**config.mk**
```make
export PLATFORM = sky130hd
export DESIGN_NAME = v4n_div_lane
export DESIGN_NICKNAME = d
export VERILOG_FILES = /design/src/design/v4n_pkg.sv /design/src/design/v4n_div_lane.sv
export SDC_FILE = /design/constraint.sdc
export NUM_CORES = 1
export LEC_CHECK = 0
export BUFFER_PORTS_ARGS = -buffer_cell sky130_fd_sc_hd__clkbuf_2
export CELL_PAD_IN_SITES_DETAIL_PLACEMENT = 0
export CELL_PAD_IN_SITES_GLOBAL_PLACEMENT = 1
export CORE_UTILIZATION = 45
export DETAILED_ROUTE_END_ITERATION = 8
export GPL_ROUTABILITY_DRIVEN = 1
export GPL_TIMING_DRIVEN = 0
export PLACE_DENSITY_LB_ADDON = 0.12
export SLEW_MARGIN = 30
export SYNTH_ARGS = -nofsm -noshare
export SYNTH_HDL_FRONTEND = slang
export SYNTH_SLANG_ARGS = --single-unit
```
**constraint.sdc**
```tcl
create_clock -name clock -period 6.65 [get_ports clock]
set_input_delay 0.3325 -clock clock [delete_from_list [all_inputs] [get_ports clock]]
set_output_delay 0.3325 -clock clock [all_outputs]
set_load 0.03 [all_outputs]
```
**src/design/v4n_pkg.sv**
```systemverilog
// ----------------------------------------------------------------------------
// v4n_pkg
// Shared widths and constants for the four-component vector normalizer.
// ----------------------------------------------------------------------------
package v4n_pkg;

   localparam int NUM_LANES   = 4;
   localparam int COMP_W      = 16;                 // Q8.8 component
   localparam int UNIT_W      = 16;                 // Q1.14 result
   localparam int MAG_W       = 17;                 // floor root, Q8.8
   localparam int SQ_W        = 2 * COMP_W;         // one square
   localparam int SUM_W       = SQ_W + 1;           // sum of four squares
   localparam int SQRT_STAGES = MAG_W;              // one root bit per stage
   localparam int QUOT_W      = 15;                 // quotient never exceeds 2^14
   localparam int FRAC_SHIFT  = QUOT_W - 1;         // scale by 16384
   localparam int DIVD_W      = COMP_W + FRAC_SHIFT;
   localparam logic [QUOT_W-1:0] UNIT_ONE = QUOT_W'(1 << FRAC_SHIFT);

   typedef logic [COMP_W-1:0] mag_type;
   typedef logic [MAG_W-1:0]  len_type;
   typedef logic [QUOT_W-1:0] quot_type;

endpackage

```
**src/design/v4n_div_lane.sv**
```systemverilog
// ----------------------------------------------------------------------------
// v4n_div_lane
// Pipelined restoring divide of (mag << 14) by the length, saturated to 2^14.
// ----------------------------------------------------------------------------
module v4n_div_lane (
   input  logic               clock,
   input  logic               en,
   input  v4n_pkg::mag_type   mag,
   input  v4n_pkg::len_type   len,
   output v4n_pkg::quot_type  quot
);
   import v4n_pkg::*;

   localparam int CMP_W = MAG_W + QUOT_W;

   logic [DIVD_W-1:0] rem_ff  [QUOT_W-1];
   len_type           len_ff  [QUOT_W-1];
   quot_type          q_ff    [QUOT_W];

   genvar k;
   generate
      for (k = 0; k < QUOT_W; k++) begin : g_stage
         logic [DIVD_W-1:0] rem_prev;
         len_type           len_prev;
         quot_type          q_prev;
         logic [CMP_W-1:0]  divs;
         logic              ge;

         if (k == 0) begin : g_first
            assign rem_prev = {mag, FRAC_SHIFT'(0)};
            assign len_prev = len;
            assign q_prev   = '0;
         end else begin : g_next
            assign rem_prev = rem_ff[k-1];
            assign len_prev = len_ff[k-1];
            assign q_prev   = q_ff[k-1];
         end

         assign divs = CMP_W'(len_prev) << (QUOT_W - 1 - k);
         assign ge   = (CMP_W'(rem_prev) >= divs);

         always_ff @(posedge clock) begin
            if (en) begin
               q_ff[k] <= {q_prev[QUOT_W-2:0], ge};
            end
         end

         // last stage only needs the quotient bit
         if (k < QUOT_W - 1) begin : g_carry
            always_ff @(posedge clock) begin
               if (en) begin
                  rem_ff[k] <= ge ? (rem_prev - divs[DIVD_W-1:0]) : rem_prev;
                  len_ff[k] <= len_prev;
               end
            end
         end
      end
   endgenerate

   assign quot = (q_ff[QUOT_W-1] > UNIT_ONE) ? UNIT_ONE : q_ff[QUOT_W-1];

endmodule

```
==> results.md <==
- Fmax: 0.231 GHz
- Worst r2r dst: rem_ff[1][16]
- Period utilisation layout: 0.650
- Clock transition at the registers of the reported paths: 0.06 ns
- Fin util: 0.513
- Crit-path most repeated cell: a21oi_1
- Critical Path End Type: flop
- Worst Path Required: 7.00 ns
- Worst slew margin: 0.414
- Worst path depth: 11
- Core box area: 80900 um^2
- Clock tree buffer depth: 3
- Buf/Inv on CP: 2
- Status: completed
- Cell area power density: 413 nW/um^2
- Combinational power share: 0.367
- Post-synth net total: 3498
- CP Launch Point: len_ff[3][18]
- Overall via count from detail_route: 24600
- Commonest non-fill, non-tap cell in the layout: edfxtp_1
- Hold WC Path Type: in -> reg
- Leakage power: 16.3 nW
- CTS tree: done
- Slowest CP cell: o41ai_1
- Final Hold Fails: 0
- P&R area growth vs syn: 12.1%
- Worst-path cell chain: inv_1 > fa_1 > a211oi_1 > nor3_1 > o41ai_1 > a21oi_1 > o21ai_1 > a21oi_1 > nor2_2 > buf_2 > mux2_2
- Final Cell Area: 41500 um^2
- RSZ-0062 raised after global routing: no
- R2r setup slk: 2.33 ns
- Netlist cell types: 78
- IO Count: 50
- Starting Density: 0.458
- H-Tree Depth: 3
- Mapped cell area: 37000 um^2
- Crit path to: rem_ff[1][16]
- Register area share after synthesis: 0.546
- Number of DRC markers in iteration 0: 1725
- Share of cells above drive strength 1: 0.0909
- Slew at the pin closest to its max-slew limit: 0.879 ns
- Clk pwr share: 0.243
- CTS Sinks: 673
- DR vias/cell: 5.51
- First-pass GRT wire length: 130000 um
- Vias in the first global route: 24100
- WL/cell: 18.7 um
- Sw Pwr: 5.91 mW
- CTS-repair resized insts: 0
- CTS root buf: clkbuf_16
- Tot Pwr: 17.1 mW
- Syn avg cell area: 11.6 um^2
- Row cnt: 104
- Dpl cell area: 38800 um^2
- Synth Instances: 3196
- Die width: 289 um
- N_diodes: 0
- Port-buffer cells: 49
- Commonest non-fill, non-tap cells in the layout: 673 x edfxtp_1, 318 x inv_1, 253 x ha_1
- Worst path top cell family by delay: compound AO/OA/AOI/OAI gates
- Die area: 83500 um^2
- Critical Path Start Type: flop
- RD Place Congestion: 0.922
- R2R cell count: 11
- Gr usage total: 0.200
- Setup ws final: 2.33 ns
- Routed WL: 83500 um
- Fin nets: 3652
- CP max FO: 10
- Postcts setup bufs: 0
- Initial antenna violation count: 2
- Pin count of the biggest net entering global routing: 91
- Max_cap viols: 0
- Max-slew violations: 0
- Peak supply drop: 0.000226 V
- Delay of the slowest critical-path stage: 0.56 ns
- Clk_lat worst skew: 0.62 ns
- Total CTS buffers: 78
- Antenna viol nets, final: 0
- Synth Warn #: 0
- Critical Path AT: 4.68 ns
- Setup violations, final: 0
- Detailed Place HPWL: 63500 um
- R2r startpoint: len_ff[3][18]
- Pint: 11.2 mW
- Minimum clock period: 4.32 ns
- Post-synth ARST share: 0
- Filler cells: 7149
- Crit Path Class: reg -> reg
- Top_reg_cell synth: edfxtp_1
- Die H: 289 um
- Sequential share of power: 0.390
- GRT Residual Overflow: 0
- Setup Slack @ Placement: 2.40 ns
- Sw Ratio: 0.345
- Clock Skews: 0.0244 ns
- Register bit total from synthesis: 673
- EDFF count, synth: 673
- DRC Markers: 0
- Initial DRT Pass Iterations: 5
how the worst min path moves through the flow:
stage | start | to | slack (ns) | cells past startpoint
finish | mag[5] | rem_ff[0][19] | 0.05 | 2
global route | mag[4] | rem_ff[0][18] | 0.02 | 2
CTS | mag[3] | rem_ff[0][17] | 0.009 | 2
detailed placement | q_ff[0][96] | q_ff[0][112] | 0.40 | 0
global placement | q_ff[0][64] | q_ff[0][80] | 0.40 | 0
floorplan | q_ff[0][90] | q_ff[0][106] | 0.40 | 0
synth_stat cells, drive strengths merged, types with 5 or more instances:
| master | instances | share of area |
|---|---|---|
| nor2 | 234 | 0.024 |
| nand4 | 43 | 0.0073 |
| edfxtp | 673 | 0.55 |
| ha | 253 | 0.085 |
| nor4 | 24 | 0.0041 |
| nor2b | 54 | 0.0091 |
| o21a | 52 | 0.011 |
| o21bai | 16 | 0.0032 |
| buf | 16 | 0.0022 |
| a21oi | 234 | 0.032 |
| o211ai | 17 | 0.0034 |
| and2 | 17 | 0.0029 |
| a2111oi | 10 | 0.0024 |
| nand4b | 9 | 0.0021 |
| mux2 | 105 | 0.032 |
| fa | 14 | 0.0076 |
| nor3b | 6 | 0.0012 |
| and4 | 5 | 0.0012 |
| and3 | 12 | 0.0020 |
| a211oi | 32 | 0.0065 |
| o311ai | 8 | 0.0019 |
| nand3b | 7 | 0.0014 |
| xor2 | 98 | 0.023 |
| xnor2 | 142 | 0.034 |
| inv | 319 | 0.032 |
| o41ai | 6 | 0.0016 |
| nand2 | 183 | 0.019 |
| a21boi | 8 | 0.0016 |
| a31oi | 19 | 0.0032 |
| o21ai | 156 | 0.021 |
| nand3 | 45 | 0.0061 |
| nor4b | 7 | 0.0017 |
| or2 | 18 | 0.0030 |
| o31a | 19 | 0.0045 |
| o2111ai | 5 | 0.0012 |
| mux2i | 9 | 0.0024 |
| clkbuf | 34 | 0.0034 |
| o31ai | 19 | 0.0039 |
| or4 | 14 | 0.0028 |
| nand2b | 39 | 0.0066 |
| a21o | 80 | 0.016 |
| nor3 | 59 | 0.0080 |
| a211o | 9 | 0.0021 |
| or3 | 20 | 0.0034 |
repair_timing:
action	in CTS	in global routing
setup endpoints to repair	0	0
hold buffers	17	0
endpoints found under the hold margin	17	0
layout make-up:
class                      instances  area (um^2)  area share
sequential                       673        20200       0.487
multi-input combinational       2154        15400       0.372
inverter                         319         1200      0.0288
tap                             1060         1330      0.0319
clock buffer                      88         2010      0.0484
buffer                            50          208     0.00500
clock inverter                    53          497      0.0120
timing repair buffer              74          644      0.0155
power groups by stage:
stage          Combinational [mW]  Sequential, mW  Clock [mW]
2_1_floorplan                4.78            6.46           0
3_3_place_gp                 6.11            6.90           0
3_5_place_dp                 6.21            6.79           0
4_1_cts                      6.27            6.71        4.30
5_1_grt                      7.01            6.79        4.46
6_report                     6.29            6.69        4.17
worst register-to-register path: cells and delay by family, from the launching register on:
| family | cells | cell delay [ns] |
|---|---|---|
| AOI/OAI and AO/OA | 5 | 1.67 |
| adders and majority gates | 1 | 0.45 |
| buffers and inverters | 2 | 0.49 |
| DFF | 1 | 0.43 |
| muxes | 1 | 0.40 |
| and+or+nand+nor | 2 | 0.62 |
through the flow:
| step | std cells | hold WS [ns] | setup TNS, ns |
|---|---|---|---|
| global placement | 4305 | 0.400 | -3822.53 |
| detailed placement | 4313 | 0.405 | 0 |
| CTS | 4471 | 0.00918 | 0 |
| global route | 4471 | 0.0211 | 0 |
| finish | 4471 | 0.0463 | 0 |
| floorplan | 3196 | 0.400 | 0 |
logic make-up (layout without fill, tap and decap cells):
logic type                 count (synthesis)  after routing  synth area share
DFF                                      673            673             0.546
AOI/OAI and AO/OA                        731            731             0.126
buffers and inverters                    369            584            0.0379
xor gates and xnor gates                 240            240            0.0567
and+or+nand+nor                          802            802             0.107
adders and majority gates                267            267            0.0930
muxes                                    114            114            0.0343
metal layers:
metal | vias to the layer above | wire, um | GRT usage
li1 | 12100 | - | -
met1 | 11900 | 38300 | 0.273
met2 | 530 | 39400 | 0.329
met3 | 111 | 3840 | 0.0361
met4 | 2 | 1930 | 0.0530
met5 | - | 12 | 0
state kept, by name, indices dropped and copies added, names as in the netlist:
register and flops:
rem_ff 315, q_ff 120, len_ff 238
Power figures use the tool's default switching activity.
