### src/design/v4n_pkg.sv
// ----------------------------------------------------------------------------
// v4n_pkg
// Shared widths and constants for the four-component vector normalizer.
// ----------------------------------------------------------------------------
package v4n_pkg;

   localparam int NUM_LANES   = 4;
   localparam int COMP_W      = 16;                 // Q8.8 component
   localparam int UNIT_W      = 16;                 // Q1.14 result
   localparam int MAG_W       = 17;                 // floor root, Q8.8
   localparam int SQ_W        = 2 * COMP_W;         // one square
   localparam int SUM_W       = SQ_W + 1;           // sum of four squares
   localparam int SQRT_STAGES = MAG_W;              // one root bit per stage
   localparam int QUOT_W      = 15;                 // quotient never exceeds 2^14
   localparam int FRAC_SHIFT  = QUOT_W - 1;         // scale by 16384
   localparam int DIVD_W      = COMP_W + FRAC_SHIFT;
   localparam logic [QUOT_W-1:0] UNIT_ONE = QUOT_W'(1 << FRAC_SHIFT);

   typedef logic [COMP_W-1:0] mag_type;
   typedef logic [MAG_W-1:0]  len_type;
   typedef logic [QUOT_W-1:0] quot_type;

endpackage

### src/design/v4n_sqrt.sv
// ----------------------------------------------------------------------------
// v4n_sqrt
// Pipelined floor square root, one root bit per stage.
// ----------------------------------------------------------------------------
module v4n_sqrt (
   input  logic                       clock,
   input  logic                       en,
   input  logic [v4n_pkg::SUM_W-1:0]  radicand,
   output v4n_pkg::len_type           root
);
   import v4n_pkg::*;

   localparam int RAD_W = 2 * SQRT_STAGES;
   localparam int REM_W = MAG_W + 3;

   logic [REM_W-1:0] rem_ff  [SQRT_STAGES-1];
   len_type          root_ff [SQRT_STAGES];
   logic [RAD_W-1:0] rad_ff  [SQRT_STAGES-1];

   genvar k;
   generate
      for (k = 0; k < SQRT_STAGES; k++) begin : g_stage
         logic [REM_W-1:0] rem_prev, rem_sh, trial;
         len_type          root_prev;
         logic [RAD_W-1:0] rad_prev;
         logic             ge;

         if (k == 0) begin : g_first
            assign rem_prev  = '0;
            assign root_prev = '0;
            assign rad_prev  = RAD_W'(radicand);
         end else begin : g_next
            assign rem_prev  = rem_ff[k-1];
            assign root_prev = root_ff[k-1];
            assign rad_prev  = rad_ff[k-1];
         end

         assign rem_sh = {rem_prev[REM_W-3:0], rad_prev[RAD_W-1:RAD_W-2]};
         assign trial  = {1'b0, root_prev, 2'b01};
         assign ge     = (rem_sh >= trial);

         always_ff @(posedge clock) begin
            if (en) begin
               root_ff[k] <= {root_prev[MAG_W-2:0], ge};
            end
         end

         // last stage only needs the root bit
         if (k < SQRT_STAGES - 1) begin : g_carry
            always_ff @(posedge clock) begin
               if (en) begin
                  rem_ff[k] <= ge ? (rem_sh - trial) : rem_sh;
                  rad_ff[k] <= {rad_prev[RAD_W-3:0], 2'b00};
               end
            end
         end
      end
   endgenerate

   assign root = root_ff[SQRT_STAGES-1];

endmodule

### config.mk
export PLATFORM = sky130hd
export DESIGN_NAME = v4n_sqrt
export DESIGN_NICKNAME = d
export VERILOG_FILES = /design/src/design/v4n_pkg.sv /design/src/design/v4n_sqrt.sv
export SDC_FILE = /design/constraint.sdc
export NUM_CORES = 1
export LEC_CHECK = 0
export BUFFER_PORTS_ARGS = -buffer_cell sky130_fd_sc_hd__buf_2
export CAP_MARGIN = 20
export CORE_ASPECT_RATIO = 1.1
export CORE_MARGIN = 2
export CORE_UTILIZATION = 63
export DETAILED_ROUTE_END_ITERATION = 6
export PLACE_DENSITY = 0.8
export SYNTH_ARGS = -nofsm -noshare
export SYNTH_HDL_FRONTEND = slang
export SYNTH_SLANG_ARGS = --single-unit
export TNS_END_PERCENT = 100
### constraint.sdc
create_clock -name clock -period 3.23 [get_ports clock]
set_clock_uncertainty 0.15 [all_clocks]
set_input_delay 0.4845 -clock clock [delete_from_list [all_inputs] [get_ports clock]]
set_output_delay 0.4845 -clock clock [all_outputs]
set_load 0.005 [all_outputs]
==> impl_metrics.env, run 1 <==
export IMPL_grt_total_usage=0.224
export IMPL_num_nets_final=2732
export IMPL_grt_start_max_net_pins=85
export IMPL_cts_sinks=689
export IMPL_clk_latency_ns=0.61
export IMPL_synth_edf_count=689
export IMPL_fmax_mhz=324
export IMPL_dr_pass1_iters=5
export IMPL_ir_drop_uv=715
export IMPL_p_leak_nw=13.6
export IMPL_multi_input_area_mm2=0.00995
export IMPL_yosys_area_top_type_share=0.656
export IMPL_preCtsSetupSlack_ns=0.0429
export IMPL_die_area_mm2=0.0519
export IMPL_reg2reg_depth=8
export IMPL_synth_area_mm2=0.0315
export IMPL_fillCellCount=3144
export IMPL_setup_viol=0
export IMPL_overflow=0
export IMPL_hold_viol=0
export IMPL_seq_area_mm2=0.0207
export IMPL_wl_met2_mm=30.5
export IMPL_first_global_vias=18750
export IMPL_drv_slew=0
export IMPL_antenna_cells=0
export IMPL_synth_common_cells="689 x edfxtp_1, 202 x inv_1, 184 x nor2_1"
export IMPL_fin_ws_ns=0.145
export IMPL_wl_mm=57.6
export IMPL_yosysUniqueCellTypes=77
export IMPL_setup_tns_ns=0
export IMPL_viasPerCell=5.77
export IMPL_wl_per_cell_um=17.8
export IMPL_place_gp_congestion=0.898
export IMPL_postSynthCellCount=2362
export IMPL_p_per_area_mw_per_mm2=655
export IMPL_yosys_warnings=0
export IMPL_synth_seq_cells=689
export IMPL_drv_cap=0
export IMPL_crit_fanout=11
export IMPL_fin_area_mm2=0.0355
export IMPL_syn_num_nets=2567
export IMPL_crit_type="reg2reg"
export IMPL_status="complete, no violations"
export IMPL_cts_root_buf="clkbuf_16"
export IMPL_die_x_um=217
export IMPL_synth_avg_cell_area_um2=13.4
export IMPL_cts_tree="done"
export IMPL_ys_async_sr_fraction=0
export IMPL_arrival_ns=3.30
export IMPL_die_h_um=239
export IMPL_synthTopCellsByArea="edfxtp_1 66%, ha_1 6.7%, xnor2_1 3.2%"
export IMPL_clk_path_buf_depth=3
export IMPL_clk_pin_slew_ns=0.06
export IMPL_worstPathRequired_ns=3.44
export IMPL_m1WireLength_mm=22.9
export IMPL_maxSlewHeadroom=0.503
export IMPL_yosysMostFrequentCell="edfxtp_1"
export IMPL_total_power_w=0.0232
export IMPL_cts_made_buffers=70
export IMPL_initial_utilization=0.633
export IMPL_ys_seq_area_frac=0.656
export IMPL_hpwl_mm=39.6
export IMPL_cts_setup_buffers=0
export IMPL_dp_cells=3082
export IMPL_port_buffers=51
export IMPL_drt_iter0_drc=1455
export IMPL_htreeDepth=3
export IMPL_num_vias=18701
export IMPL_drc=0
export IMPL_grt_pass1_wl_mm=92.2
export IMPL_syn_to_final_growth_pct=12.6
export IMPL_rsz0062_at_grt="no"
export IMPL_drive_gt1_frac=0.0992
export IMPL_rows=86
export IMPL_end_kind="register"
export IMPL_min_path_type="in2reg"
export IMPL_routed_top_layer="met4"
export IMPL_synthFlopType="edfxtp_1"
export IMPL_fin_cells=3241
export IMPL_ios=52
export IMPL_antenna_found_initial=1
export IMPL_cp_start_kind="register"
export IMPL_worst_pin_slew_ns=0.738
export IMPL_core_area_mm2=0.0498
export IMPL_finalCritPeriodShare=0.955
export IMPL_place_area_mm2=0.0329
export IMPL_postRouteAntennaNets=0
export IMPL_synth_top_area_cell="edfxtp_1"
export IMPL_min_period_ns=3.09
export IMPL_met3_length_mm=2.32
export IMPL_hold_path_depth=1
==> cell families after synthesis <==
kind of cell               count (synthesis)  synth area share
other                                      1          0.000119
adders and majority gates                170            0.0674
DFF                                      689             0.656
muxes                                     42            0.0149
buffers and inverters                    235            0.0287
xor gates and xnor gates                 198            0.0550
and+or+nand+nor                          593            0.0934
AOI/OAI and AO/OA                        434            0.0845
==> worst max-delay path, cell delays in order (launching register included) <==
cell	delay, ns
edfxtp_1	0.42
ha_1	0.37
nor2b_1	0.16
o31a_1	0.30
o21ai_1	0.37
o31a_1	0.20
and2_1	0.44
inv_1	0.14
mux2_2	0.29
==> timing repair <==
item | 4_1_cts | 5_1_grt
endpoints found under the setup margin | 0 | 19
hold buffers | 33 | 0
gates resized for setup | 0 | 6
hold endpoints to repair | 33 | 0
==> layer usage <==
| layer | vias up | global-route usage |
|---|---|---|
| met5 | - | 0 |
| met2 | 451 | 0.412 |
| met1 | 9041 | 0.263 |
| met3 | 129 | 0.0322 |
| met4 | 0 | 0.0913 |
| li1 | 9080 | - |
==> state kept, by name, summed over array words and instances (netlist names) <==
| signal | flops |
|---|---|
| rem_ff | 264 |
| rad_ff | 272 |
| root_ff | 153 |
==> cells in the final DEF, fill, tap and decap left out, types with 27 or more instances in the layout <==
master | Yosys | routed
edfxtp_1 | 689 | 689
inv_1 | 202 | 202
nor2_1 | 184 | 184
ha_1 | 170 | 170
a21oi_1 | 157 | 157
nand2_1 | 130 | 130
xnor2_1 | 114 | 114
o21ai_0 | 114 | 113
xor2_1 | 84 | 84
clkbuf_16 | 0 | 70
buf_2 | 10 | 50
nor3_1 | 49 | 48
mux2_2 | 39 | 39
nand3_1 | 36 | 36
dlygate4sd3_1 | 0 | 33
buf_4 | 1 | 29
nand4_1 | 27 | 27
o21a_1 | 27 | 27
==> worst paths after layout <==
kind,startpoint,endpoint,slack [ns]
worst max register to register,rem_ff[1][80],rem_ff[1][111],0.14
worst min-delay path,en,rad_ff[0][2],0.18
worst min register to register,rad_ff[1][90],rad_ff[1][124],0.25
worst max-delay path,rem_ff[1][80],rem_ff[1][111],0.14
==> area by class of cell <==
cell class,instances,share of cell area
clock inverters,43,0.0128
clock buffers,83,0.0507
well taps,660,0.0233
inverters,205,0.0218
flip-flops and latches,689,0.583
multi-input cells,1438,0.280
repair buffers,123,0.0285
==> power by group <==
part / internal [W] / total [W] / switching [W]
sequential: 0.0111 / 0.0117 / 0.000578
clock: 0.00453 / 0.00790 / 0.00337
combinational: 0.00164 / 0.00368 / 0.00204
==> metrics by stage <==
step,util,hold WS [ns]
global placement,0.661,0.250
global route,0.713,0.210
detailed placement,0.661,0.255
floorplan,-,0.250
finish,0.713,0.183
CTS,0.713,0.193
(Power assumes the default switching activity.)
==> inputs of run 2 (changes only) <==
Settings changed: CORE_MARGIN 2 to unset, CORE_UTILIZATION 63 to 68, CTS_CLUSTER_SIZE set to 28, PLACE_DENSITY 0.8 to 0.85.
Clock period 3.23 ns to 3.9 ns, I/O delays scaled along.
==> run 2 against run 1 <==
Compared with the run above: clock power fell by 19%; die area fell by 8.9%; via count up 3.3%; worst setup slack better by 0.40 ns; cell area shrank 1.1%; flip-flop and latch count unchanged; hold slack worse by 0.14 ns; core utilization is 5.7 points higher; largest power group unchanged.
==> impl_metrics.env, run 2 (synthesized netlist as in run 1, its figures left out) <==
export IMPL_status="complete, no violations"
export IMPL_total_power_w=0.0192
export IMPL_cts_made_buffers=68
export IMPL_place_area_mm2=0.0327
export IMPL_clk_path_buf_depth=3
export IMPL_drv_slew=0
export IMPL_cts_root_buf="clkbuf_16"
export IMPL_viasPerCell=6.14
export IMPL_setup_viol=0
export IMPL_final_common_cell="edfxtp_1"
export IMPL_drv_cap=0
export IMPL_drc=0
export IMPL_cts_setup_buffers=0
export IMPL_crit_type="reg2reg"
export IMPL_drt_iter0_drc=1766
export IMPL_whs_ns=0.0387
export IMPL_worst_pin_slew_ns=0.841
export IMPL_clk_latency_ns=0.60
export IMPL_ir_drop_uv=523
export IMPL_crit_fanout=16
export IMPL_postRouteAntennaNets=0
export IMPL_p_int_w=0.0142
export IMPL_dr_pass1_iters=5
export IMPL_p_leak_nw=13.5
export IMPL_hold_viol=0
export IMPL_place_gp_congestion=0.965
export IMPL_die_x_um=207
export IMPL_most_common_layout_cells="689 x edfxtp_1, 202 x inv_1, 184 x nor2_1, 170 x ha_1, 157 x a21oi_1"
export IMPL_wl_mm=63.7
export IMPL_worstPathRequired_ns=4.09
export IMPL_drive_gt1_frac=0.0931
export IMPL_seq_area_mm2=0.0207
export IMPL_rsz0062_at_grt="no"
export IMPL_die_area_mm2=0.0472
export IMPL_end_kind="register"
export IMPL_hold_buffers=30
export IMPL_maxSlewHeadroom=0.425
export IMPL_num_nets_final=2711
export IMPL_busiest_layer="met2"
export IMPL_htreeDepth=3
export IMPL_multi_input_area_mm2=0.00994
export IMPL_overflow=0
export IMPL_syn_to_final_growth_pct=11.4
export IMPL_cts_tree="done"
export IMPL_num_vias=19309
export IMPL_grt_start_max_net_pins=90
export IMPL_switching_share=0.261
export IMPL_power_switching_w=0.00501
export IMPL_antenna_cells=0
export IMPL_top_register="rad_ff"
export IMPL_port_buffers=51
export IMPL_grt_use_met3=0.0380
export IMPL_ios=52
export IMPL_final_util=0.769
export IMPL_wl_per_cell_um=20.3
export IMPL_seqPwrFrac=0.505
export IMPL_finalCritPeriodShare=0.861
export IMPL_p_clk_frac=0.335
export IMPL_die_h_um=228
export IMPL_core_area_mm2=0.0457
export IMPL_initial_utilization=0.691
export IMPL_largest_reg_flops=272
export IMPL_p_per_area_mw_per_mm2=547
export IMPL_pwr_share_comb=0.160
export IMPL_postCtsResizedCells=0
export IMPL_antenna_found_initial=1
export IMPL_setup_tns_ns=0
export IMPL_grt_use_met1=0.320
export IMPL_grt_use_met2=0.497
export IMPL_cts_sinks=689
export IMPL_hpwl_mm=39.9
export IMPL_min_path_type="in2reg"
export IMPL_cp_start_kind="register"
export IMPL_rows=82
export IMPL_min_period_ns=3.36
export IMPL_grt_pass1_wl_mm=102
export IMPL_fin_area_mm2=0.0351
export IMPL_arrival_ns=3.55
export IMPL_fillCellCount=2493
export IMPL_clk_pin_slew_ns=0.06
export IMPL_grt_total_usage=0.274
export IMPL_fmax_mhz=298
export IMPL_first_global_vias=19755
export IMPL_reg_top3="rad_ff: 272 flops, rem_ff: 264 flops, root_ff: 153 flops"
run 2: cell types whose count changed in the layout (fill, tap and decap cells not counted), moves of 3 or more:
cell	delta
buf_4	-14
inv_6	+3
clkinv_1	-6
dlygate4sd3_1	-3
run 2: worst paths after layout:
path | from | to | slack, ns | cells after the start
max | root_ff[14][0] | rem_ff[1][148] | 0.54 | 9
min | radicand[27] | rad_ff[0][27] | 0.04 | 1
max reg2reg | root_ff[14][0] | rem_ff[1][148] | 0.54 | 9
min reg2reg | rad_ff[0][144] | rad_ff[0][178] | 0.26 | 0
run 2: critical path: stages, from the launching register on:
cell and delay (ns):
edfxtp_1 0.37, inv_1 0.07, ha_1 0.40, nand2b_1 0.10, a21oi_1 0.35, a21oi_1 0.25
o21ba_2 0.28, o21ai_1 0.39, buf_4 0.34, mux2_2 0.38
run 2: power by group through the flow:
stage	registers, W	clock network [W]	logic [W]
floorplan	0.00962	0	0.00220
global placement	0.00979	0	0.00285
detailed placement	0.00982	0	0.00294
CTS	0.00969	0.00653	0.00303
global route	0.00977	0.00679	0.00339
finish	0.00970	0.00643	0.00307
run 2: area by class of cell:
class / instances / share of cell area
Sequential cell: 689 / 0.589
Clock buffer: 82 / 0.0505
Multi-Input combinational cell: 1438 / 0.283
Clock inverter: 38 / 0.0107
Tap cell: 588 / 0.0209
Timing Repair Buffer: 104 / 0.0239
Inverter: 205 / 0.0219
run 2: through the flow:
step	setup WS (ns)	cells
2_1_floorplan	1.13	2362
3_3_place_gp	0.758	2994
3_5_place_dp	0.693	2994
4_1_cts	0.568	3144
5_1_grt	0.373	3144
6_report	0.543	3144
run 2: layer usage:
metal | part of all wire | wire length [um]
met5 | 0 | 0
met2 | 0.52 | 33300
met3 | 0.054 | 3470
met1 | 0.38 | 24200
met4 | 0.043 | 2730
