--- config.mk ---
export PLATFORM = sky130hd
export DESIGN_NAME = v4n_square_lane
export DESIGN_NICKNAME = d
export VERILOG_FILES = /design/src/design/v4n_pkg.sv /design/src/design/v4n_square_lane.sv
export SDC_FILE = /design/constraint.sdc
export NUM_CORES = 1
export LEC_CHECK = 0
export BUFFER_PORTS_ARGS = -buffer_cell sky130_fd_sc_hd__buf_4
export CORE_MARGIN = 4
export CORE_UTILIZATION = 51
export CTS_CLUSTER_DIAMETER = 80
export DETAILED_ROUTE_END_ITERATION = 8
export GPL_ROUTABILITY_DRIVEN = 0
export PLACE_DENSITY = 0.69
export SLEW_MARGIN = 40
export SYNTH_ARGS = -nofsm -noshare
export SYNTH_HDL_FRONTEND = slang
export SYNTH_SLANG_ARGS = --single-unit
--- constraint.sdc ---
create_clock -name clock -period 10.05 [get_ports clock]
set_input_delay 1.005 -clock clock [delete_from_list [all_inputs] [get_ports clock]]
set_output_delay 1.005 -clock clock [all_outputs]
set_load 0.01 [all_outputs]
--- src/design/v4n_pkg.sv ---
// ----------------------------------------------------------------------------
// v4n_pkg
// Shared widths and constants for the four-component vector normalizer.
// ----------------------------------------------------------------------------
package v4n_pkg;

   localparam int NUM_LANES   = 4;
   localparam int COMP_W      = 16;                 // Q8.8 component
   localparam int UNIT_W      = 16;                 // Q1.14 result
   localparam int MAG_W       = 17;                 // floor root, Q8.8
   localparam int SQ_W        = 2 * COMP_W;         // one square
   localparam int SUM_W       = SQ_W + 1;           // sum of four squares
   localparam int SQRT_STAGES = MAG_W;              // one root bit per stage
   localparam int QUOT_W      = 15;                 // quotient never exceeds 2^14
   localparam int FRAC_SHIFT  = QUOT_W - 1;         // scale by 16384
   localparam int DIVD_W      = COMP_W + FRAC_SHIFT;
   localparam logic [QUOT_W-1:0] UNIT_ONE = QUOT_W'(1 << FRAC_SHIFT);

   typedef logic [COMP_W-1:0] mag_type;
   typedef logic [MAG_W-1:0]  len_type;
   typedef logic [QUOT_W-1:0] quot_type;

endpackage

--- src/design/v4n_square_lane.sv ---
// ----------------------------------------------------------------------------
// v4n_square_lane
// Registers magnitude, sign and square of one component.
// ----------------------------------------------------------------------------
module v4n_square_lane (
   input  logic                          clock,
   input  logic                          en,
   input  logic signed [v4n_pkg::COMP_W-1:0] comp,
   output v4n_pkg::mag_type              mag,
   output logic                          sign,
   output logic [v4n_pkg::SQ_W-1:0]      square
);
   import v4n_pkg::*;

   mag_type           mag_in, mag_ff;
   logic              sign_ff;
   logic [SQ_W-1:0]   sq_ff;

   // -32768 maps to 32768, which fits the unsigned width
   assign mag_in = comp[COMP_W-1] ? mag_type'(-comp) : mag_type'(comp);

   always_ff @(posedge clock) begin
      if (en) begin
         mag_ff  <= mag_in;
         sign_ff <= comp[COMP_W-1];
         sq_ff   <= SQ_W'(mag_in) * SQ_W'(mag_in);
      end
   end

   assign mag    = mag_ff;
   assign sign   = sign_ff;
   assign square = sq_ff;

endmodule

==> impl_results.rst, run 1 <==
.. list-table::
   :header-rows: 1

   * - Metric
     - Value
   * - Run status
     - complete, no violations
   * - Period utilization
     - 88.2%
   * - Sequential fraction of the synthesis area
     - about 16%
   * - Starting density of the core
     - 52.7%
   * - DRT Pass-1 Iters
     - 5
   * - Worst rel slew slack
     - roughly 47%
   * - Number of hold violations in the final report
     - 0
   * - Critical path's largest stage delay
     - 0.68 ns
   * - Worst hold path cell count
     - 1
   * - Final setup violation count
     - 0
   * - Setup fix buffers added after clock tree synthesis
     - 0
   * - Total negative setup slack
     - 0 ns
   * - CP max stage cell
     - sky130_fd_sc_hd__a2111oi_0
   * - Buffer levels on the longest clock path
     - 2
   * - Leading register cell type out of synthesis
     - sky130_fd_sc_hd__edfxtp_1
   * - Leading cell type by number of instances after synthesis
     - sky130_fd_sc_hd__inv_1
   * - Distinct cells, synth
     - 58
   * - Detailed-route wire length
     - 20.5 mm
   * - Placeable core region
     - 16800 µm²
   * - Element type at the critical path end
     - flop
   * - Residual DRC count
     - 0
   * - Row count
     - 47
   * - Number of max-capacitance violations reported
     - 0
   * - Total I/O pin count
     - 67
   * - Initial antenna violation count
     - 0
   * - Clock root buffer
     - sky130_fd_sc_hd__clkbuf_16
   * - Vias in the first global route
     - just under 7000
   * - Number of violations reported at the end of detailed-routing iteration 0
     - approximately 420
   * - Clock-pin slew on the worst setup and hold paths
     - 0.07 ns
   * - Async set or reset register ratio after synthesis
     - 0%
   * - Wire length per cell
     - between 15 and 20 µm
   * - Unrepaired setup endpoints after global routing
     - false
   * - Synth Warn #
     - 0
   * - Element type at the critical path start
     - input port
   * - Path class of the lowest-slack min-delay path
     - in -> reg
   * - Minimum period implied by the final worst setup slack
     - 8.86 ns
   * - Antenna Cells
     - 0
   * - Leftover overflow at the end of global routing
     - 0
   * - Synthesized cell area
     - 8860 µm²
   * - Cell types with the largest area share after synthesis
     - sky130_fd_sc_hd__fa_1 37%, sky130_fd_sc_hd__edfxtp_1 16%, sky130_fd_sc_hd__ha_1 14%
   * - Post-route insts no fill
     - 1207
   * - Floorplan die width
     - around 140 µm
   * - Post-cts repair resize count
     - 0
   * - CTS Hold Buffers Added
     - 0
   * - Pin count of the biggest net entering global routing
     - 48
   * - Number of port buffers
     - 65
   * - Clock tree from TritonCTS
     - yes
   * - Total global-route track usage
     - 22.2%
   * - Number of buffers added by the clock tree synthesis step
     - 5
   * - Vert. Die Dim
     - ~140 µm
   * - Yosys top cell by area
     - sky130_fd_sc_hd__fa_1
   * - Share of the synthesized area in the top cell type
     - 37.0%
   * - Global-route wire length before repair
     - 34.3 mm
   * - Highest Clock Rate
     - 113 MHz
   * - Average via count per standard cell
     - approximately 5.2
   * - Die area
     - 19600 µm²
   * - Hold path start
     - comp[0]
   * - Data required time of the worst path
     - just over 10 ns
   * - Post-synthesis area per instance
     - slightly below 10 µm²
   * - Final Core Density
     - approximately 60%
   * - Antenna Nets Post-Route
     - 0
   * - Total Nets Final
     - 1266
   * - Count of flip-flops with a built-in enable after synthesis
     - 47
   * - Vias after detailed routing
     - between 6000 and 7000
   * - Number of cells produced by synthesis
     - about 900
   * - Clk sinks
     - 47
   * - Worst Path Arrival
     - about 9 ns
   * - Maximum level of the CTS H-tree
     - 2
   * - Cell mode on critical path
     - sky130_fd_sc_hd__fa_1
   * - Synth top cells by count
     - 248 x sky130_fd_sc_hd__inv_1, 164 x sky130_fd_sc_hd__fa_1, 97 x sky130_fd_sc_hd__ha_1, 84 x sky130_fd_sc_hd__nand2_1, 61 x sky130_fd_sc_hd__nor2_1
   * - Min-Delay Endpoint
     - mag[0]
   * - Count of state elements after synthesis
     - 47
   * - Placed instance count
     - 1200
   * - Crit Path Category
     - in -> reg
   * - Slew @ Worst Pin
     - around 0.79 ns
   * - Area Overhead vs Synth
     - 11.2%
   * - Share of cells above drive strength 1
     - 10.1%
   * - Detailed Place HPWL
     - roughly 17 mm
   * - Max Transition Viols Final
     - 0
   * - Critical path fanouts, max
     - 18
==> sequential cells by signal, summed over array words and instances (netlist names) <==
name / count
sign: 1
square: 30
mag: 16
==> cells by family after synthesis <==
logic type,count (synthesis),synth area share [%]
other,2,0.0847
muxes,1,0.113
buffers and inverters,273,11.7
and+or+nand+nor,183,9.22
AOI/OAI and AO/OA,98,7.58
xor gates and xnor gates,45,4.62
adders and majority gates,261,50.7
DFF,47,15.9
==> layout make-up <==
cell class	instances	area (µm²)
Tap cell	220	275
Inverter	257	965
Sequential cell	47	1410
Timing Repair Buffer	76	571
Clock buffer	5	125
Multi-Input combinational cell	600	6470
Clock inverter	2	37.5
Fill cell	1492	6970
==> metrics by stage <==
step	cell area [µm²]	hold slack, ns	worst slack [ns]
4_1_cts	9850	0.928	1.16
2_1_floorplan	8900	1.10	1.76
5_1_grt	9850	0.939	0.703
3_5_place_dp	9690	1.24	0.897
3_3_place_gp	9680	1.23	1.08
6_report	9850	0.938	1.19
==> cell usage in the layout (no fill, tap or decap), types with 3 or more instances in the layout <==
master                      instances
sky130_fd_sc_hd__a21o_1            19
sky130_fd_sc_hd__fa_1             164
sky130_fd_sc_hd__o21ai_0           16
sky130_fd_sc_hd__a21oi_1           19
sky130_fd_sc_hd__inv_1            248
sky130_fd_sc_hd__o211ai_1           5
sky130_fd_sc_hd__nor3b_1            3
sky130_fd_sc_hd__nor2_1            61
sky130_fd_sc_hd__nand2_1           84
sky130_fd_sc_hd__o31ai_1            3
sky130_fd_sc_hd__a21boi_0           4
sky130_fd_sc_hd__xor2_1            20
sky130_fd_sc_hd__edfxtp_1          47
sky130_fd_sc_hd__conb_1            12
sky130_fd_sc_hd__buf_4             76
sky130_fd_sc_hd__nor3_1             5
sky130_fd_sc_hd__a31oi_1            5
sky130_fd_sc_hd__clkinv_1           6
sky130_fd_sc_hd__xnor2_1           22
sky130_fd_sc_hd__and2_1             3
sky130_fd_sc_hd__inv_2              3
sky130_fd_sc_hd__nand3_1            8
sky130_fd_sc_hd__ha_1              97
sky130_fd_sc_hd__o21bai_1           4
sky130_fd_sc_hd__clkbuf_16          5
sky130_fd_sc_hd__o21a_1             3
==> worst max path at each step <==
stage	cells past startpoint	endpoint	startpoint	slack [ns]
6_report	28	square[30]	comp[0]	1.19
5_1_grt	28	square[30]	comp[0]	0.70
4_1_cts	28	square[30]	comp[0]	1.16
3_5_place_dp	28	square[30]	comp[0]	0.90
3_3_place_gp	30	square[30]	comp[0]	1.08
2_1_floorplan	31	square[30]	comp[0]	1.76
==> metal layers <==
layer  wire length (µm)  part of all wire (%)  GRT usage (%)  vias to the layer above
met5                  0                     0              0                        -
met4                689                   3.4           6.83                        0
met3                977                   4.8           2.95                       45
met2              10500                    51           38.8                      167
met1               8300                    41           28.8                     3162
li1                   -                     -              -                     2943
==> critical path, delay by kind of cell <==
kind / cells / cell delay (ns)
xor gates and xnor gates: 2 / 0.74
AOI/OAI and AO/OA: 5 / 1.96
and+or+nand+nor: 4 / 0.69
buffers and inverters: 9 / 0.95
adders and majority gates: 8 / 3.54
Power of run 1 is not shown: default switching activity piles up to over one toggle a cycle in this logic, so the estimate is an artifact.
==> inputs of run 2 (changes only) <==
--- a/config.mk
+++ b/config.mk
@@ -6,12 +6,14 @@
 export NUM_CORES = 1
 export LEC_CHECK = 0
 export BUFFER_PORTS_ARGS = -buffer_cell sky130_fd_sc_hd__buf_4
+export CELL_PAD_IN_SITES_DETAIL_PLACEMENT = 1
+export CELL_PAD_IN_SITES_GLOBAL_PLACEMENT = 1
 export CORE_MARGIN = 4
-export CORE_UTILIZATION = 51
+export CORE_UTILIZATION = 50
 export CTS_CLUSTER_DIAMETER = 80
 export DETAILED_ROUTE_END_ITERATION = 8
 export GPL_ROUTABILITY_DRIVEN = 0
-export PLACE_DENSITY = 0.69
+export PLACE_DENSITY = 0.84
 export SLEW_MARGIN = 40
 export SYNTH_ARGS = -nofsm -noshare
 export SYNTH_HDL_FRONTEND = slang
==> run 2 against run 1 <==
  * Clock-buffer cell count rose by 1
  * Worst hold slack improved by 0.010 ns
  * First-iteration DRC count fell by 23%
  * Critical endpoint unchanged
  * Final cell count rose by 0.83%
  * Critical path depth did not move
==> impl_results.rst, run 2 (synthesized netlist as in run 1, its figures left out) <==
.. list-table::
   :header-rows: 1

   * - Metric
     - Value
   * - Run status
     - complete, no violations
   * - Clock-pin slew on the worst setup and hold paths
     - 0.07 ns
   * - Average via count per standard cell
     - 5.37
   * - Clock root buffer
     - sky130_fd_sc_hd__clkbuf_16
   * - Wire length per cell
     - about 20 µm
   * - Leftover overflow at the end of global routing
     - 0
   * - Placed cell areas
     - 9710 µm²
   * - Area Overhead vs Synth
     - 11.6%
   * - Number of hold violations in the final report
     - 0
   * - Antenna Nets Post-Route
     - 0
   * - Share of cells above drive strength 1
     - roughly a tenth
   * - Pin count of the biggest net entering global routing
     - between 40 and 50
   * - Vias after detailed routing
     - 6532
   * - Vert. Die Dim
     - 141 µm
   * - Element type at the critical path end
     - flop
   * - Worst rel slew slack
     - 48.0%
   * - Placeable core region
     - approximately 17000 µm²
   * - Commonest cells after routing, fill and taps aside
     - 248 x sky130_fd_sc_hd__inv_1, 164 x sky130_fd_sc_hd__fa_1, 97 x sky130_fd_sc_hd__ha_1
   * - Slew @ Worst Pin
     - 0.775 ns
   * - Post-cts repair resize count
     - 0
   * - Max Transition Viols Final
     - 0
   * - Flip-flop count of the largest register, all copies and words added
     - 30
   * - Clk sinks
     - 47
   * - Die area
     - about 20000 µm²
   * - DRT Pass-1 Iters
     - 5
   * - Total Nets Final
     - between 1000 and 1500
   * - Highest Clock Rate
     - approximately 110 MHz
   * - Total I/O pin count
     - 67
   * - Setup fix buffers added after clock tree synthesis
     - 0
   * - Element type at the critical path start
     - input port
   * - Final std cell area, no fill
     - ~10000 µm²
   * - Final setup violation count
     - 0
   * - Total global-route track usage
     - 25.7%
   * - Crit Path Category
     - in -> reg
   * - Path class of the lowest-slack min-delay path
     - in -> reg
   * - Buffer levels on the longest clock path
     - 2
   * - Maximum level of the CTS H-tree
     - 2
   * - Starting density of the core
     - 51.1%
   * - Unrepaired setup endpoints after global routing
     - false
   * - Most common cell after layout, fill and taps aside
     - sky130_fd_sc_hd__inv_1
   * - Antenna Cells
     - 0
   * - Minimum period implied by the final worst setup slack
     - 9.20 ns
   * - Number of max-capacitance violations reported
     - 0
   * - Number of violations reported at the end of detailed-routing iteration 0
     - around 330
   * - Worst slack after detailed placement
     - 0.775 ns
   * - Vias in the first global route
     - 7616
   * - Row count
     - 48
   * - Global-route wire length before repair
     - 39.7 mm
   * - Worst Path Arrival
     - slightly above 9 ns
   * - Number of port buffers
     - 65
   * - Total negative setup slack
     - 0 ns
   * - CTS Hold Buffers Added
     - 0
   * - Floorplan die width
     - 141 µm
   * - Minimum setup slack in the final design
     - 0.851 ns
   * - Period utilization
     - between 90% and 100%
   * - Number of buffers added by the clock tree synthesis step
     - 5
   * - Initial antenna violation count
     - 0
   * - Detailed Place HPWL
     - 20.3 mm
   * - Detailed-route wire length
     - 24.3 mm
   * - Data required time of the worst path
     - 10.08 ns
   * - Critical path fanouts, max
     - 13
   * - Clock tree from TritonCTS
     - yes
   * - Residual DRC count
     - 0
## run 2: cell types whose count changed in the layout (fill, tap and decap cells not counted)
cell,before,now
sky130_fd_sc_hd__bufinv_16,1,2
sky130_fd_sc_hd__xnor2_1,22,23
sky130_fd_sc_hd__clkbuf_1,0,1
sky130_fd_sc_hd__clkinvlp_4,1,0
sky130_fd_sc_hd__buf_4,76,80
sky130_fd_sc_hd__xnor2_4,1,0
## run 2: area by class of cell
class | instances | area, µm²
fill | 1985 | 7460
multi-input combinational | 600 | 6450
sequential | 47 | 1410
inverter | 257 | 965
timing repair buffer | 80 | 601
tap | 225 | 282
clock buffer | 6 | 129
clock inverter | 2 | 60.1
## run 2: critical path, cell delays in order
cell                        delay [ns]
sky130_fd_sc_hd__buf_4            0.13
sky130_fd_sc_hd__nor4_2           0.39
sky130_fd_sc_hd__nand3b_1         0.30
sky130_fd_sc_hd__o21ai_0          0.27
sky130_fd_sc_hd__xor2_1           0.46
sky130_fd_sc_hd__inv_1            0.44
sky130_fd_sc_hd__nand2_1          0.24
sky130_fd_sc_hd__inv_1            0.09
sky130_fd_sc_hd__fa_1             0.55
sky130_fd_sc_hd__inv_1            0.07
sky130_fd_sc_hd__fa_1             0.54
sky130_fd_sc_hd__inv_1            0.07
sky130_fd_sc_hd__fa_1             0.51
sky130_fd_sc_hd__inv_1            0.06
sky130_fd_sc_hd__fa_1             0.54
sky130_fd_sc_hd__inv_1            0.05
sky130_fd_sc_hd__fa_1             0.47
sky130_fd_sc_hd__inv_1            0.05
sky130_fd_sc_hd__fa_1             0.49
sky130_fd_sc_hd__inv_1            0.05
sky130_fd_sc_hd__ha_1             0.38
sky130_fd_sc_hd__nand2_1          0.12
sky130_fd_sc_hd__nor2_1           0.05
sky130_fd_sc_hd__a221oi_1         0.42
sky130_fd_sc_hd__a31oi_1          0.26
sky130_fd_sc_hd__a2111oi_0        0.71
sky130_fd_sc_hd__o311ai_0         0.30
sky130_fd_sc_hd__xor2_1           0.19
## run 2: metrics by stage
step / utilization [%] / std cells / hold WS, ns
after floorplan: - / 920 / 1.10
after global placement: 55.9 / 1209 / 1.26
after detailed placement: 55.9 / 1209 / 1.26
after CTS: 57.0 / 1217 / 0.946
after global routing: 57.0 / 1217 / 0.945
final: 57.0 / 1217 / 0.949
## run 2: final timing paths
path / startpoint / endpoint / slack (ns) / depth (start not counted)
setup / recovery: comp[4] / square[30] / 0.85 / 28
hold / removal: comp[0] / mag[0] / 0.95 / 1
## run 2: layer usage
layer | GRT usage [%] | share of wire (%)
met3 | 2.85 | 5.0
met1 | 31.2 | 39
met5 | 0 | 0
met4 | 7.85 | 3.1
met2 | 47.8 | 53
Power of run 2 is left out for the same reason.
==> inputs of run 3 (changes only) <==
--- a/config.mk
+++ b/config.mk
@@ -8,12 +8,13 @@
 export BUFFER_PORTS_ARGS = -buffer_cell sky130_fd_sc_hd__buf_4
 export CELL_PAD_IN_SITES_DETAIL_PLACEMENT = 1
 export CELL_PAD_IN_SITES_GLOBAL_PLACEMENT = 1
-export CORE_MARGIN = 4
 export CORE_UTILIZATION = 50
 export CTS_CLUSTER_DIAMETER = 80
 export DETAILED_ROUTE_END_ITERATION = 8
 export GPL_ROUTABILITY_DRIVEN = 0
+export GPL_TIMING_DRIVEN = 0
 export PLACE_DENSITY = 0.84
+export SKIP_LAST_GASP = 1
 export SLEW_MARGIN = 40
 export SYNTH_ARGS = -nofsm -noshare
 export SYNTH_HDL_FRONTEND = slang
==> run 3 against run 2 <==
  * Largest cell class unchanged
  * Final cell count about the same
  * Setup slack worse by 0.33 ns
  * Non-clock buffer count up 1
  * Die area down 8.3%
  * Cell area down 0.35%
  * Core utilization about the same
  * Global-route usage up 1.7 points
  * Via count down 1.0%
  * Critical endpoint unchanged
  * Wire length down 3.6%
  * Flip-flop and latch count unchanged
  * Critical path depth up 4
==> impl_results.rst, run 3 (synthesized netlist as in run 1, its figures left out) <==
.. list-table::
   :header-rows: 1

   * - Metric
     - Value
   * - Run status
     - complete, no violations
   * - Commonest cells after routing, fill and taps aside
     - 248 x sky130_fd_sc_hd__inv_1, 164 x sky130_fd_sc_hd__fa_1, 97 x sky130_fd_sc_hd__ha_1
   * - Buffer levels on the longest clock path
     - 2
   * - Crit Path Category
     - in -> reg
   * - Average via count per standard cell
     - ~5.3
   * - Total global-route track usage
     - roughly 27%
   * - Placeable core region
     - 17300 µm²
   * - Clock-pin slew on the worst setup and hold paths
     - 0.07 ns
   * - Leftover overflow at the end of global routing
     - 0
   * - Total Nets Final
     - 1271
   * - Antenna Cells
     - 0
   * - Vias in the first global route
     - 7424
   * - CP max stage cell
     - sky130_fd_sc_hd__a221oi_1
   * - Number of fillers in the final layout
     - 2022
   * - Detailed-route wire length
     - between 20 and 25 mm
   * - Number of max-capacitance violations reported
     - 0
   * - Final Core Density
     - 57.0%
   * - Initial antenna violation count
     - 0
   * - Worst Path Arrival
     - 9.57 ns
   * - Detailed Place HPWL
     - 19.6 mm
   * - Cell mode on critical path
     - sky130_fd_sc_hd__inv_1
   * - Pin count of the biggest net entering global routing
     - 48
   * - Residual DRC count
     - 0
   * - Floorplan die width
     - ~140 µm
   * - Row count
     - 48
   * - Share of cells above drive strength 1
     - 10.1%
   * - Unrepaired setup endpoints after global routing
     - false
   * - Worst hold path cell count
     - 1
   * - Clock tree from TritonCTS
     - yes
   * - Placed cell areas
     - 9690 µm²
   * - Area Overhead vs Synth
     - 11.2%
   * - Data required time of the worst path
     - 10.09 ns
   * - Maximum level of the CTS H-tree
     - 2
   * - Die area
     - 18300 µm²
   * - Final setup violation count
     - 0
   * - Element type at the critical path end
     - flop
   * - Clk sinks
     - 47
   * - Vias after detailed routing
     - 6464
   * - Critical path's largest stage delay
     - 0.56 ns
   * - Critical path fanouts, max
     - 11
   * - Starting density of the core
     - 51.3%
   * - Slew @ Worst Pin
     - 0.826 ns
   * - Clock root buffer
     - sky130_fd_sc_hd__clkbuf_16
   * - Minimum period implied by the final worst setup slack
     - 9.53 ns
   * - Element type at the critical path start
     - input port
   * - Worst rel slew slack
     - 44.7%
   * - Max Transition Viols Final
     - 0
   * - Wire length per cell
     - 19.2 µm
   * - Highest Clock Rate
     - 105 MHz
   * - Vert. Die Dim
     - 135 µm
   * - DRT Pass-1 Iters
     - 5
   * - Final std cell area, no fill
     - 9860 µm²
   * - Path class of the lowest-slack min-delay path
     - in -> reg
   * - Most common cell after layout, fill and taps aside
     - sky130_fd_sc_hd__inv_1
   * - Period utilization
     - 94.8%
   * - Number of port buffers
     - 65
   * - Number of violations reported at the end of detailed-routing iteration 0
     - 334
   * - Antenna Nets Post-Route
     - 0
   * - Global-route wire length before repair
     - ~38 mm
   * - Number of buffers added by the clock tree synthesis step
     - 5
   * - Total I/O pin count
     - 67
   * - Number of hold violations in the final report
     - 0
   * - Flip-flop count of the largest register, all copies and words added
     - 30
==> run 3: cell count changes in the layout (fill, tap and decap cells not counted), moves of 2 or more <==
cell / previous run / this run
sky130_fd_sc_hd__clkbuf_1: 1 / 9
sky130_fd_sc_hd__buf_4: 80 / 69
sky130_fd_sc_hd__xor2_2: 0 / 4
sky130_fd_sc_hd__bufinv_16: 2 / 0
sky130_fd_sc_hd__xor2_1: 20 / 16
sky130_fd_sc_hd__clkbuf_2: 0 / 2
==> run 3: layout make-up <==
cell class	count	area (µm²)	share of cell area, %
timing repair buffer	65	488	4.95
clock buffer	5	125	1.27
sequential	47	1410	14.3
buffer	16	77.6	0.787
tap	225	282	2.85
inverter	257	965	9.78
multi-input combinational	600	6490	65.8
clock inverter	3	20.0	0.203
==> run 3: layer usage <==
layer  up-vias  part of all wire (%)  track usage (%)
met5         -                     0                0
met4         0                   3.2             10.8
met3        50                   3.9             3.63
met2       166                    55             51.8
met1      3302                    38             31.1
li1       2946                     -                -
==> run 3: what timing repair did <==
action	CTS	global route
hold endpoints to repair	0	0
cloned	0	0
gates resized for setup	1	4
hold buffers	0	0
setup buffers	0	0
setup endpoints to repair	1	6
==> run 3: worst max-delay path, delay by kind of cell <==
family                   cells  cell delay, ns
adder cells (fa/ha/maj)      8            3.60
AO/OA/AOI/OAI                5            1.95
buffers and inverters       13            1.76
AND/OR/NAND/NOR              4            0.65
XOR/XNOR                     2            0.58
==> run 3: final timing paths <==
kind | end | slack (ns) | start
max | square[30] | 0.52 | comp[0]
min | mag[0] | 0.96 | comp[0]
==> run 3: stage by stage <==
stage | std cells | hold slack, ns | setup TNS [ns] | setup slack (ns)
floorplan | 920 | 1.10 | 0 | 1.76
global placement | 1210 | 1.25 | -0.506 | -0.364
detailed placement | 1210 | 1.26 | -0.453 | -0.340
CTS | 1218 | 0.947 | 0 | 0.101
global route | 1218 | 0.951 | 0 | 0.115
finish | 1218 | 0.955 | 0 | 0.522
Power of run 3 is left out for the same reason.
